`src/hw/rtl/arc_pkg.sv`:
```
`timescale 1ns / 1ps
package arc_pkg;
  localparam int COLOR_BITS = 16;
  localparam int MUL_A = 20;
  localparam int MUL_B = 17;
  localparam int MUL_P = MUL_A + MUL_B;
  localparam int DIV_N = 16;
  localparam logic [19:0] ENV_MAX = 20'hFFFFF;
  localparam logic [16:0] BEAT_RISE = 17'd6554;
  localparam logic [16:0] ONE_Q16 = 17'h10000;
  localparam logic [2:0] REG_BAND = 3'd0;
  localparam logic [2:0] REG_BGAIN = 3'd1;
  localparam logic [2:0] REG_HSTEP = 3'd2;
  localparam logic [2:0] REG_ATT = 3'd3;
  localparam logic [2:0] REG_REL = 3'd4;
  localparam logic [2:0] REG_SENS = 3'd5;
  localparam logic [2:0] REG_HSM = 3'd6;
  localparam logic [2:0] REG_HOLD = 3'd7;

  function automatic logic [16:0] sat_coeff(input logic [16:0] k);
    sat_coeff = (k > ONE_Q16) ? ONE_Q16 : k;
  endfunction
endpackage

```
`src/hw/rtl/arc_mul.sv`:
```
`timescale 1ns / 1ps
// Shift-add multiplier: one multiplier bit per cycle.
module arc_mul (
  input  logic                         clk,
  input  logic                         rst,
  input  logic                         start,
  input  logic [arc_pkg::MUL_A-1:0]    a,
  input  logic [arc_pkg::MUL_B-1:0]    b,
  output logic                         done,
  output logic [arc_pkg::MUL_P-1:0]    p
);
  logic [arc_pkg::MUL_P-1:0] acc;
  logic [arc_pkg::MUL_P-1:0] mcand;
  logic [arc_pkg::MUL_B-1:0] mplier;
  logic [4:0] cnt;
  logic busy;

  assign p = acc;

  always_ff @(posedge clk) begin
    if (rst) begin
      busy <= 1'b0;
      done <= 1'b0;
      cnt <= '0;
    end else begin
      done <= 1'b0;
      if (start) begin
        busy <= 1'b1;
        cnt <= 5'(arc_pkg::MUL_B);
        acc <= '0;
        mcand <= arc_pkg::MUL_P'(a);
        mplier <= b;
      end else if (busy) begin
        if (mplier[0]) acc <= acc + mcand;
        mcand <= mcand << 1;
        mplier <= mplier >> 1;
        cnt <= cnt - 5'd1;
        if (cnt == 5'd1) begin
          busy <= 1'b0;
          done <= 1'b1;
        end
      end
    end
  end
endmodule

```
`src/hw/rtl/arc_div.sv`:
```
`timescale 1ns / 1ps
// Restoring divider: q = floor(n*65536 / den), n < den, one quotient bit a cycle.
module arc_div (
  input  logic        clk,
  input  logic        rst,
  input  logic        start,
  input  logic [18:0] num,
  input  logic [18:0] den,
  output logic        done,
  output logic [15:0] q
);
  logic [19:0] rem;
  logic [18:0] d;
  logic [4:0] cnt;
  logic busy;
  logic [20:0] sh;

  assign sh = {rem, 1'b0};

  always_ff @(posedge clk) begin
    if (rst) begin
      busy <= 1'b0;
      done <= 1'b0;
      cnt <= '0;
    end else begin
      done <= 1'b0;
      if (start) begin
        busy <= 1'b1;
        rem <= {1'b0, num};
        d <= den;
        q <= '0;
        cnt <= 5'(arc_pkg::DIV_N);
      end else if (busy) begin
        if (sh >= {2'b0, d}) begin
          rem <= 20'(sh - {2'b0, d});
          q <= {q[14:0], 1'b1};
        end else begin
          rem <= sh[19:0];
          q <= {q[14:0], 1'b0};
        end
        cnt <= cnt - 5'd1;
        if (cnt == 5'd1) begin
          busy <= 1'b0;
          done <= 1'b1;
        end
      end
    end
  end
endmodule

```
`src/hw/rtl/audio_reactive_color_core.sv`:
```
`timescale 1ns / 1ps
// One tick per input beat. A sequencer feeds a bit-serial multiplier and a
// bit-serial hue divider. With hue rotation on there are 11 products and one
// division; with rotation off there are 9 products. A gray color skips the
// divider and the product after it. The result waits in an output register
// until it is taken. The next input is taken once that register is free.
// Configuration is written through a plain write port; the user must write
// it only while idle, since the block itself does not enforce this.
module audio_reactive_color_core (
  input  logic        clk,
  input  logic        rst,
  input  logic        cfg_we,
  input  logic [2:0]  cfg_index,
  input  logic [16:0] cfg_data,
  input  logic        in_valid,
  output logic        in_ready,
  input  logic [15:0] bass_level,
  input  logic [15:0] mid_level,
  input  logic [15:0] treble_level,
  input  logic [15:0] beat_level,
  input  logic [15:0] color_red,
  input  logic [15:0] color_green,
  input  logic [15:0] color_blue,
  output logic        out_valid,
  input  logic        out_ready,
  output logic [15:0] out_red,
  output logic [15:0] out_green,
  output logic [15:0] out_blue,
  output logic [15:0] brightness_level,
  output logic        beat_taken
);
  typedef enum logic [9:0] {
    S_IDLE  = 10'b0000000001,
    S_MIXA  = 10'b0000000010,
    S_MIXB  = 10'b0000000100,
    S_SENS  = 10'b0000001000,
    S_BEAT  = 10'b0000010000,
    S_ENV   = 10'b0000100000,
    S_HUE   = 10'b0001000000,
    S_DIV   = 10'b0010000000,
    S_FD    = 10'b0100000000,
    S_SCALE = 10'b1000000000
  } state_t;

  state_t state;
  logic [9:0]  band_select, beat_gain;
  logic [15:0] hue_step, sensitivity;
  logic [16:0] attack_coeff, release_coeff, hue_smooth_coeff;
  logic [7:0]  holdoff_ticks;
  logic [19:0] envelope;
  logic [15:0] hue_target, hue_visible, previous_beat;
  logic [7:0]  ticks_since_step;

  logic [15:0] b1, beat, cr, cg, cb;
  logic [8:0]  frac;
  logic [24:0] acc;
  logic [24:0] drive;
  logic        up, hneg;
  logic [15:0] mx, mn, dd;
  logic [18:0] nn;
  logic [15:0] col [3];
  logic [1:0]  ch;

  logic        m_start, m_done, d_start, d_done;
  logic [arc_pkg::MUL_A-1:0] m_a;
  logic [arc_pkg::MUL_B-1:0] m_b;
  logic [arc_pkg::MUL_P-1:0] m_p;
  logic [15:0] d_q;

  arc_mul u_mul (.clk(clk), .rst(rst), .start(m_start), .a(m_a), .b(m_b),
                 .done(m_done), .p(m_p));
  arc_div u_div (.clk(clk), .rst(rst), .start(d_start), .num(nn),
                 .den(19'(dd) * 19'd6), .done(d_done), .q(d_q));

  assign in_ready = !rst && (state == S_IDLE) && !out_valid;

  logic [9:0]  sel;
  logic [8:0]  fsel;
  logic [16:0] tk;
  logic        hit;
  logic [15:0] hnew;
  logic [18:0] hx;
  logic [15:0] qv, uv;
  logic [16:0] gain;
  logic [15:0] cmask;

  always_comb begin
    sel = (band_select > 10'd512) ? 10'd512 : band_select;
    fsel = (sel < 10'd256) ? sel[8:0] : 9'(sel - 10'd256);
    tk = (ticks_since_step < 8'd255) ? 17'(ticks_since_step) + 17'd1 : 17'd255;
    hit = ({1'b0, beat_level} > 17'(previous_beat) + arc_pkg::BEAT_RISE) &&
          ((tk > 17'(holdoff_ticks)) || (tk == 17'd255));
    hnew = 16'(d_q + hue_visible);
    hx = 19'(hnew) * 19'd6;
    qv = 16'(mx - m_p[31:16]);
    uv = 16'(mn + m_p[31:16]);
    gain = (envelope > 20'(arc_pkg::ONE_Q16)) ? arc_pkg::ONE_Q16 : envelope[16:0];
    cmask = 16'((17'h0FFFF >> (16 - arc_pkg::COLOR_BITS)) << (16 - arc_pkg::COLOR_BITS));
  end

  always_ff @(posedge clk) begin
    if (rst) begin
      state <= S_IDLE;
      out_valid <= 1'b0;
      m_start <= 1'b0;
      d_start <= 1'b0;
      band_select <= '0; beat_gain <= '0; hue_step <= '0;
      attack_coeff <= 17'd65536; release_coeff <= 17'd4096;
      sensitivity <= 16'd256; hue_smooth_coeff <= 17'd16384;
      holdoff_ticks <= 8'd25;
      envelope <= '0; hue_target <= '0; hue_visible <= '0;
      previous_beat <= '0; ticks_since_step <= '0;
    end else begin
      m_start <= 1'b0;
      d_start <= 1'b0;
      if (out_valid && out_ready) out_valid <= 1'b0;
      if (cfg_we) begin
        unique case (cfg_index)
          arc_pkg::REG_BAND:  band_select <= cfg_data[9:0];
          arc_pkg::REG_BGAIN: beat_gain <= cfg_data[9:0];
          arc_pkg::REG_HSTEP: hue_step <= cfg_data[15:0];
          arc_pkg::REG_ATT:   attack_coeff <= cfg_data;
          arc_pkg::REG_REL:   release_coeff <= cfg_data;
          arc_pkg::REG_SENS:  sensitivity <= cfg_data[15:0];
          arc_pkg::REG_HSM:   hue_smooth_coeff <= cfg_data;
          arc_pkg::REG_HOLD:  holdoff_ticks <= cfg_data[7:0];
          default: ;
        endcase
      end
      unique case (state)
        S_IDLE: if (in_valid && in_ready) begin
          b1 <= (sel < 10'd256) ? mid_level : treble_level;
          frac <= fsel;
          beat <= beat_level;
          cr <= color_red; cg <= color_green; cb <= color_blue;
          previous_beat <= beat_level;
          if (hit) begin
            hue_target <= 16'(hue_target + hue_step);
            ticks_since_step <= '0;
          end else ticks_since_step <= tk[7:0];
          beat_taken <= hit;
          m_a <= 20'((sel < 10'd256) ? bass_level : mid_level);
          m_b <= 17'(9'd256 - fsel);
          m_start <= 1'b1;
          state <= S_MIXA;
        end
        S_MIXA: if (m_done) begin
          acc <= m_p[24:0];
          m_a <= 20'(b1); m_b <= 17'(frac); m_start <= 1'b1;
          state <= S_MIXB;
        end
        S_MIXB: if (m_done) begin
          m_a <= 20'(25'(acc + m_p[24:0]) >> 8);
          m_b <= 17'(sensitivity); m_start <= 1'b1;
          state <= S_SENS;
        end
        S_SENS: if (m_done) begin
          drive <= m_p[31:7];
          m_a <= 20'(beat); m_b <= 17'(beat_gain); m_start <= 1'b1;
          state <= S_BEAT;
        end
        S_BEAT: if (m_done) begin : beat_done
          logic [25:0] dsum;
          logic [19:0] dv;
          dsum = 26'(drive) + 26'(m_p[25:8]);
          dv = (dsum > 26'(arc_pkg::ENV_MAX)) ? arc_pkg::ENV_MAX : dsum[19:0];
          drive <= 25'(dv);
          up <= dv > envelope;
          m_a <= (dv > envelope) ? 20'(dv - envelope) : 20'(envelope - dv);
          m_b <= arc_pkg::sat_coeff((dv > envelope) ? attack_coeff : release_coeff);
          m_start <= 1'b1;
          state <= S_ENV;
        end
        S_ENV: if (m_done) begin : env_done
          logic [15:0] diff;
          envelope <= up ? 20'(envelope + m_p[35:16]) : 20'(envelope - m_p[35:16]);
          diff = 16'(hue_target - hue_visible);
          hneg <= diff[15];
          if (hue_step != 16'd0) begin
            m_a <= diff[15] ? 20'(17'h10000 - 17'(diff)) : 20'(diff);
            m_b <= arc_pkg::sat_coeff(hue_smooth_coeff);
            m_start <= 1'b1;
            state <= S_HUE;
          end else begin
            col[0] <= cr; col[1] <= cg; col[2] <= cb;
            ch <= 2'd3;
            state <= S_SCALE;
            m_start <= 1'b1;
            m_a <= 20'(cr);
            m_b <= 17'(0);
          end
        end
        S_HUE: if (m_done) begin : hue_done
          logic [15:0] r, g, bl, xm, xn, d;
          logic signed [19:0] n;
          hue_visible <= hneg ? 16'(hue_visible - m_p[31:16]) :
                                16'(hue_visible + m_p[31:16]);
          r = cr; g = cg; bl = cb;
          xm = r; xn = r;
          if (g > xm) xm = g;
          if (bl > xm) xm = bl;
          if (g < xn) xn = g;
          if (bl < xn) xn = bl;
          d = 16'(xm - xn);
          if (xm == r) n = 20'(signed'({4'b0, g})) - 20'(signed'({4'b0, bl}));
          else if (xm == g) n = 20'(signed'({3'b0, d, 1'b0})) +
                                20'(signed'({4'b0, bl})) - 20'(signed'({4'b0, r}));
          else n = 20'(signed'({2'b0, d, 2'b0})) +
                   20'(signed'({4'b0, r})) - 20'(signed'({4'b0, g}));
          if (n < 0) n = n + 20'(signed'({1'b0, 19'(d) * 19'd6}));
          mx <= xm; mn <= xn; dd <= d;
          nn <= 19'(n);
          if (d == 16'd0) begin
            col[0] <= cr; col[1] <= cg; col[2] <= cb;
            ch <= 2'd3; m_a <= 20'(cr); m_b <= 17'(0); m_start <= 1'b1;
            state <= S_SCALE;
          end else begin
            d_start <= 1'b1;
            state <= S_DIV;
          end
        end
        S_DIV: if (d_done) begin
          m_a <= 20'(hx[15:0]); m_b <= 17'(dd); m_start <= 1'b1;
          frac <= {6'b0, hx[18:16]};
          state <= S_FD;
        end
        S_FD: if (m_done) begin
          case (frac[2:0])
            3'd0: begin col[0] <= mx; col[1] <= uv; col[2] <= mn; end
            3'd1: begin col[0] <= qv; col[1] <= mx; col[2] <= mn; end
            3'd2: begin col[0] <= mn; col[1] <= mx; col[2] <= uv; end
            3'd3: begin col[0] <= mn; col[1] <= qv; col[2] <= mx; end
            3'd4: begin col[0] <= uv; col[1] <= mn; col[2] <= mx; end
            default: begin col[0] <= mx; col[1] <= mn; col[2] <= qv; end
          endcase
          ch <= 2'd3; m_b <= 17'(0); m_start <= 1'b1;
          state <= S_SCALE;
        end
        S_SCALE: begin
          // first pass is a dummy product that lets col settle
          if (m_done) begin
            if (ch == 2'd3) begin
              m_a <= 20'(col[0]);
              m_b <= gain;
              m_start <= 1'b1;
              ch <= 2'd0;
            end else begin
              col[ch] <= m_p[31:16] & cmask;
              if (ch == 2'd2) begin
                out_valid <= 1'b1;
                state <= S_IDLE;
              end else begin
                m_a <= 20'(col[2'(ch + 2'd1)]);
                m_b <= gain;
                m_start <= 1'b1;
                ch <= ch + 2'd1;
              end
            end
          end
        end
        default: state <= S_IDLE;
      endcase
    end
  end

  always_comb begin
    out_red = col[0];
    out_green = col[1];
    out_blue = col[2];
    brightness_level = (envelope > 20'hFFFF) ? 16'hFFFF : envelope[15:0];
  end
endmodule
```
`config.mk`:
```
export PLATFORM = sky130hd
export DESIGN_NAME = audio_reactive_color_core
export DESIGN_NICKNAME = d
export VERILOG_FILES = /design/src/hw/rtl/arc_pkg.sv /design/src/hw/rtl/arc_mul.sv /design/src/hw/rtl/arc_div.sv /design/src/hw/rtl/audio_reactive_color_core.sv
export SDC_FILE = /design/constraint.sdc
export NUM_CORES = 2
export LEC_CHECK = 0
export BUFFER_PORTS_ARGS = -buffer_cell sky130_fd_sc_hd__buf_2
export CAP_MARGIN = 20
export CORE_ASPECT_RATIO = 0.7
export CORE_UTILIZATION = 50
export CTS_CLUSTER_DIAMETER = 150
export DETAILED_ROUTE_END_ITERATION = 16
export PLACE_DENSITY = 0.68
export RECOVER_POWER = 100
export SYNTH_ARGS = -nofsm -noshare
export SYNTH_HDL_FRONTEND = slang
export SYNTH_SLANG_ARGS = --single-unit
```
`constraint.sdc`:
```
create_clock -name clk -period 12.5 [get_ports clk]
set_clock_uncertainty 0.2 [all_clocks]
set_input_delay 3.75 -clock clk [delete_from_list [all_inputs] [get_ports clk]]
set_output_delay 3.75 -clock clk [all_outputs]
set_load 0.1 [all_outputs]
```
# == Yosys cells after proc, flatten, opt, wreduce, memory -nomap -nowiden ==
# Memories as Yosys holds them, arrays and structs flattened.
# Cells that the tools add are included.
# word_totals
latch_bits,0
mem_bits_ro,0
n_memories,1
word_cells,428
register_bits,607
ram_bits,48
# op_classes
reduce_logical,55
muxes,202
n_bitwise,26
n_eq_ne,43
shift,0
div_mod_pow,0
add_sub_neg,30
magnitude_cmp,17
multipliers,3
# memory_table
memory,words,width,read_ports,rd_clocked_by_memory_dff,write_ports,line_no,rtl
col,3,16,4,0,3,audio_reactive_color_core.sv:61,logic [15:0] col [3];
# ops
cell,n
$mux W16,43
$mux W20,25
$mux W17,20
$pmux W20 S9,1
$pmux W17 S10,1
$mux W10,15
$mux W37,3
$pmux W10 S10,1
$mux W1,67
$add A16 B16 Y16,4
$sub A16 B16 Y16,4
$sub A20 B20 Y20,3
$mul A16 B2 Y18 const B,3
$mux W25,2
$pmux W25 S2,1
$mux W19,2
$add A37 B37 Y37,1
$mux W9,4
$gt A17 B17 Y1 const B,2
$eq A16 B16 Y1,2
$gt A16 B16 Y1,2
$lt A16 B16 Y1,2
$reduce_and A2 Y1,14
$add A25 B18 Y26,1
75 further kinds,153

# == Longest topological paths before layout ==
# logic_depth
depth_word,25
ltp_mapped,57
depth_no_buf,54

# == Cells and area by module ==
# A second synthesis with hierarchy kept.
# hier_totals
hier_cells,5756
hier_area_um2,50524.7
# modules_own_cells
mod,area_per_inst_um2,instances,cells_per_inst
audio_reactive_color_core,40873.0,1,4852
arc_mul,6110.9,1,577
arc_div,3540.9,1,327

# == Worst setup path after synthesis ==
# OpenSTA, ideal clock, no wires.
# synth_timing
kind,reg2reg
startpoint,reg cr[11]
endpoint,reg nn[18] (data pin)
setup_ns,0.259
stages_incl_launch_ff,55
arrival_time_ns,10.271
period_less_slack_ns,10.730
setup_slack_ns,1.770
cell_sequence,edfxtp_1 inv_1 ha_1 nand4_1 nor4_4 o21ai_2 and3_4 buf_6 nor2_1 clkbuf_1 nor2_1 a21oi_1 ha_1 a21oi_1 o21ai_0 a221oi_1 nand3b_1 or3_1 [19 not listed] o21bai_1 a21oi_1 o21bai_1 a21oi_1 nand2b_1 nand2b_1 a21oi_1 a21oi_1 a21oi_1 ha_1 inv_1 o21bai_1 a21oi_1 o21bai_1 a21oi_1 o21a_1 o21ai_1 xnor2_1
# synth_between
elab_chain_cells,20
elab_cells_between_ends,36
cone_classes,add/sub: 6; mul: 1; order compare: 5; eq/ne: 2; mux: 22
# synth_lines
item,line_no,rtl
"start, declared",audio_reactive_color_core.sv:54,"logic [15:0] b1, beat, cr, cg, cb;"
"start signal, assigned",audio_reactive_color_core.sv:135,cr <= color_red; cg <= color_green; cb <= color_blue;
$gt A16 B16 Y1 / $lt A16 B16 Y1 (equally long branches),"audio_reactive_color_core.sv:200, audio_reactive_color_core.sv:202",
"$mux W16, on equally long branches","audio_reactive_color_core.sv:200, audio_reactive_color_core.sv:202",
$mux W16,audio_reactive_color_core.sv:193,S_HUE: if (m_done) begin : hue_done
$mux W16,audio_reactive_color_core.sv:130,unique case (state)
$mux W16,audio_reactive_color_core.sv:102,if (rst) begin
$gt A16 B16 Y1 / $lt A16 B16 Y1 (equally long branches),"audio_reactive_color_core.sv:201, audio_reactive_color_core.sv:203",
"$mux W16, on equally long branches","audio_reactive_color_core.sv:201, audio_reactive_color_core.sv:203",
$mux W16,audio_reactive_color_core.sv:193,
[4 not listed],--,
$sub A19 B16 Y20 / $sub A18 B16 Y19 (equally long branches),"audio_reactive_color_core.sv:209, audio_reactive_color_core.sv:207",
$mux W20,audio_reactive_color_core.sv:206,"else if (xm == g) n = 20'(signed'({3'b0, d, 1'b0})) +"
$mux W20,audio_reactive_color_core.sv:205,"if (xm == r) n = 20'(signed'({4'b0, g})) - 20'(signed'({4'b0, bl}));"
$mux W20,audio_reactive_color_core.sv:193,
$mux W20,audio_reactive_color_core.sv:130,
$mux W20,audio_reactive_color_core.sv:102,
$add A19 B19 Y19 / $lt A20 B1 Y1 (equally long branches),audio_reactive_color_core.sv:210,"if (n < 0) n = n + 20'(signed'({1'b0, 19'(d) * 19'd6}));"
$mux W19 (*),audio_reactive_color_core.sv:210,
"end signal, assigned",audio_reactive_color_core.sv:212,nn <= 19'(n);
"end, declared",audio_reactive_color_core.sv:60,logic [18:0] nn;
# Mark *: on every way between the ends. The rest lies on a longest branch, timed or not. The select of a mux whose other input is x is not followed.
# A chain may end at the register's enable or synchronous reset.

==> flow_summary.ini <==
[outcome]
status = finished, violations left
violations = max-capacitance violations, max-slew violations

[yosys]
synthDistinctLibCells = 110
ys_top_cells_by_count = nand2_1 (762), a21oi_1 (583), inv_1 (465), ha_1 (458)
synth_ff_type = edfxtp_1
synth_most_common_cell = nand2_1
syn_avg_cell_area_sq_um = 8.69
async_flop_share_pct = 0
ys_seq_elements = 669
synth_top_area_share_pct = 27.4
synthTopCellsByArea = edfxtp_1 (27%), ha_1 (12%), dfxtp_1 (8.6%), a21oi_1 (5.9%), nand2_1 (5.7%)
synth_area_sq_um = 49800
synth_edf_count = 455
netlist_instances = 5732
yosys_warnings = 0
yosysTopAreaCell = edfxtp_1
synth-seq-area-share_pct = 36.0

[floorplan]
die_y_um = 266
die_w_um = 379
dieArea_sq_um = 101000
start_util_pct = 50.6
rows = 96
io_pins = 204
core_region_area_sq_um = 98400

[worst_setup_path]
r2r-end = nn[18]
crit_required_ps = 12700
worst-r2r-setup-slack_ps = 740
end_kind = register
crit_type = in2reg
r2r-start = cr[14]
critPathSlowestCell = clkbuf_1
cp_max_fo = 61
path_buf_inv = 5
critPathMaxStageDelay_ps = 2400
r2r_cells = 54
path_depth = 10
cp.arrival_ps = 12380
path_cells = clkbuf_1, clkbuf_1, nor2_1, clkbuf_1, nand3_1, clkbuf_1, nor2_2, buf_4, a21oi_1, o21ai_0
cpMostUsedCell = clkbuf_1
critical-path-top-delay-family = buffers and inverters
cp-start-kind = input port

[pwr]
powerDensity_nw_per_um2 = 300
p_total_uw = 16500
leakage_uw = 0.0224
irDropWorstVdd_mv = 0.625

[detailed_routing]
antenna_left = 0
drt_pass1_iterations = 8
drc = 0
avgViaCountPerCell = 6.19
drt_iter0_markers = 6590
wl_per_cell_um = 25.2
via_count = 45200
wirelength_mm = 184

[timing]
hold_viol = 0
rsz0062_at_grt = false
fin_tns_setup_ps = 0
finalCritPeriodShare_pct = 97.4
finalHoldWorstSlack_ps = 255
fmax_ghz = 0.0821
period_minus_slack_ps = 12180
timing.final.max_slew_violations = 901
setup_viol = 0
slew_headroom_pct = -158
worstMarginPinSlew_ps = 3870

[clock_tree]
hold_buffers = 0
cts_buffer_depth = 3
htree_levels = 3
cts_tree = built
cts-root-buf = clkbuf_16
path_clk_slew_ps = 70
cts_buffers = 74
clk_latency_ps = 700
clock_sinks = 669

[finish]
drive_above_1_share_pct = 6.86
antennaDiodeCount = 0
nNetsFinal = 6561
syn_to_final_growth_pct = 10.1
fin_area_sq_um = 54800
final_util_pct = 55.8

[global_routing]
antenna_found_initial = 1
grt_max_degree = 80
grt_pass1_wl_mm = 267
grt_usage_pct = 35.8
gr-total-overflow = 0
grt_pass1_vias = 40500

[place]
placed_area_sq_um = 52600
gp_congestion = 1.05
io_buffers = 203
post-dp-hpwl_mm = 143

[flow_run]
cap_viol_max_count = 22

[hold_path]
whs_endpoint = holdoff_ticks[1]
min_path_type = reg2reg
hp-start = holdoff_ticks[1]
min_path_cells = 2
layout by cell type, fill, tap and decap left out, types with 102 or more instances in the layout:
cell type  Yosys  final
nor2_1       455    450
edfxtp_1     455    455
buf_2          3    102
clkbuf_1     194    158
dfxtp_1      214    214
inv_1        465    465
a21oi_1      583    584
o21ai_0      312    312
ha_1         458    458
nand2_1      762    761
nand3_1      123    123
xnor2_1      299    297
worst reg2reg max path: cells and delay by family (launching register included):
family / cells / cell delay, ps
fa+ha+maj: 7 / 2170
xor+xnor: 3 / 380
buf+inv: 10 / 1530
simple gates: 9 / 1940
flops: 1 / 480
compound gates: 25 / 4780
flip-flops by register name (all words and copies together), names as in the netlist, 17 cells and up:
name              flops
hue_smooth_coeff     17
drive                25
acc                  25
u_mul.mplier         17
envelope             20
attack_coeff         17
u_mul.p              36
m_b                  17
u_mul.mcand          36
u_div.d              18
release_coeff        17
u_div.rem            20
col                  64
m_a                  20
nn                   19
kinds of logic (layout without fill, tap and decap cells):
logic type                 Yosys count  after routing  synth area share (%)
AOI/OAI and AO/OA                 1549           1549                  19.5
xor gates and xnor gates           383            383                  6.77
adders and majority gates          507            507                  13.5
buffers and inverters              709            942                  5.42
DFF                                669            669                  36.0
muxes                              126            126                  2.68
other                                1             16               0.00753
and+or+nand+nor                   1788           1788                  16.1
repair_timing:
item,in CTS,in global routing
setup buffers,0,0
resized for setup,0,8
setup endpoints to repair,0,1
endpoints found under the hold margin,0,0
layer usage:
layer  GRT usage, %  up-vias  part of all wire [%]
met5          0.145        -                     0
met4           11.2        0                   3.4
met3           11.2      298                    14
met2           46.3     2724                    38
met1           55.1    21500                    44
li1               -    20700                     -
worst max-delay path by stage:
| stage | slack [ps] | start | end |
|---|---|---|---|
| 3_5_place_dp | 950 | cr[14] | nn[18] |
| 3_3_place_gp | 1070 | cr[14] | nn[18] |
| 2_1_floorplan | 1770 | cr[11] | nn[18] |
| 5_1_grt | 60 | cr[14] | nn[18] |
| 4_1_cts | 910 | cr[14] | nn[18] |
| 6_report | 320 | rst | col[2][12] |
stage by stage:
| stage | setup slack (ps) | std cells |
|---|---|---|
| floorplan | 1770 | 5747 |
| global placement | 1070 | 7157 |
| detailed placement | 952 | 7159 |
| CTS | 907 | 7297 |
| global route | 57.1 | 7303 |
| finish | 321 | 7303 |
area by class of cell:
type	instances	area (sq um)
clock inverter	49	559
fill	8978	43500
inverter	477	1790
tap	1323	1660
clock buffer	89	1960
timing repair buffer	327	1670
sequential	669	17900
multi-input combinational	4369	29300
where the power goes:
group          internal (uW)  leakage (uW)  total (uW)  switching, uW
combinational           4510        0.0153       11200           6710
clock                   1290       0.00122        2340           1050
sequential              2780       0.00589        2920            140
total                   8580        0.0224       16500           7900
Power figures use the tool's default switching activity.
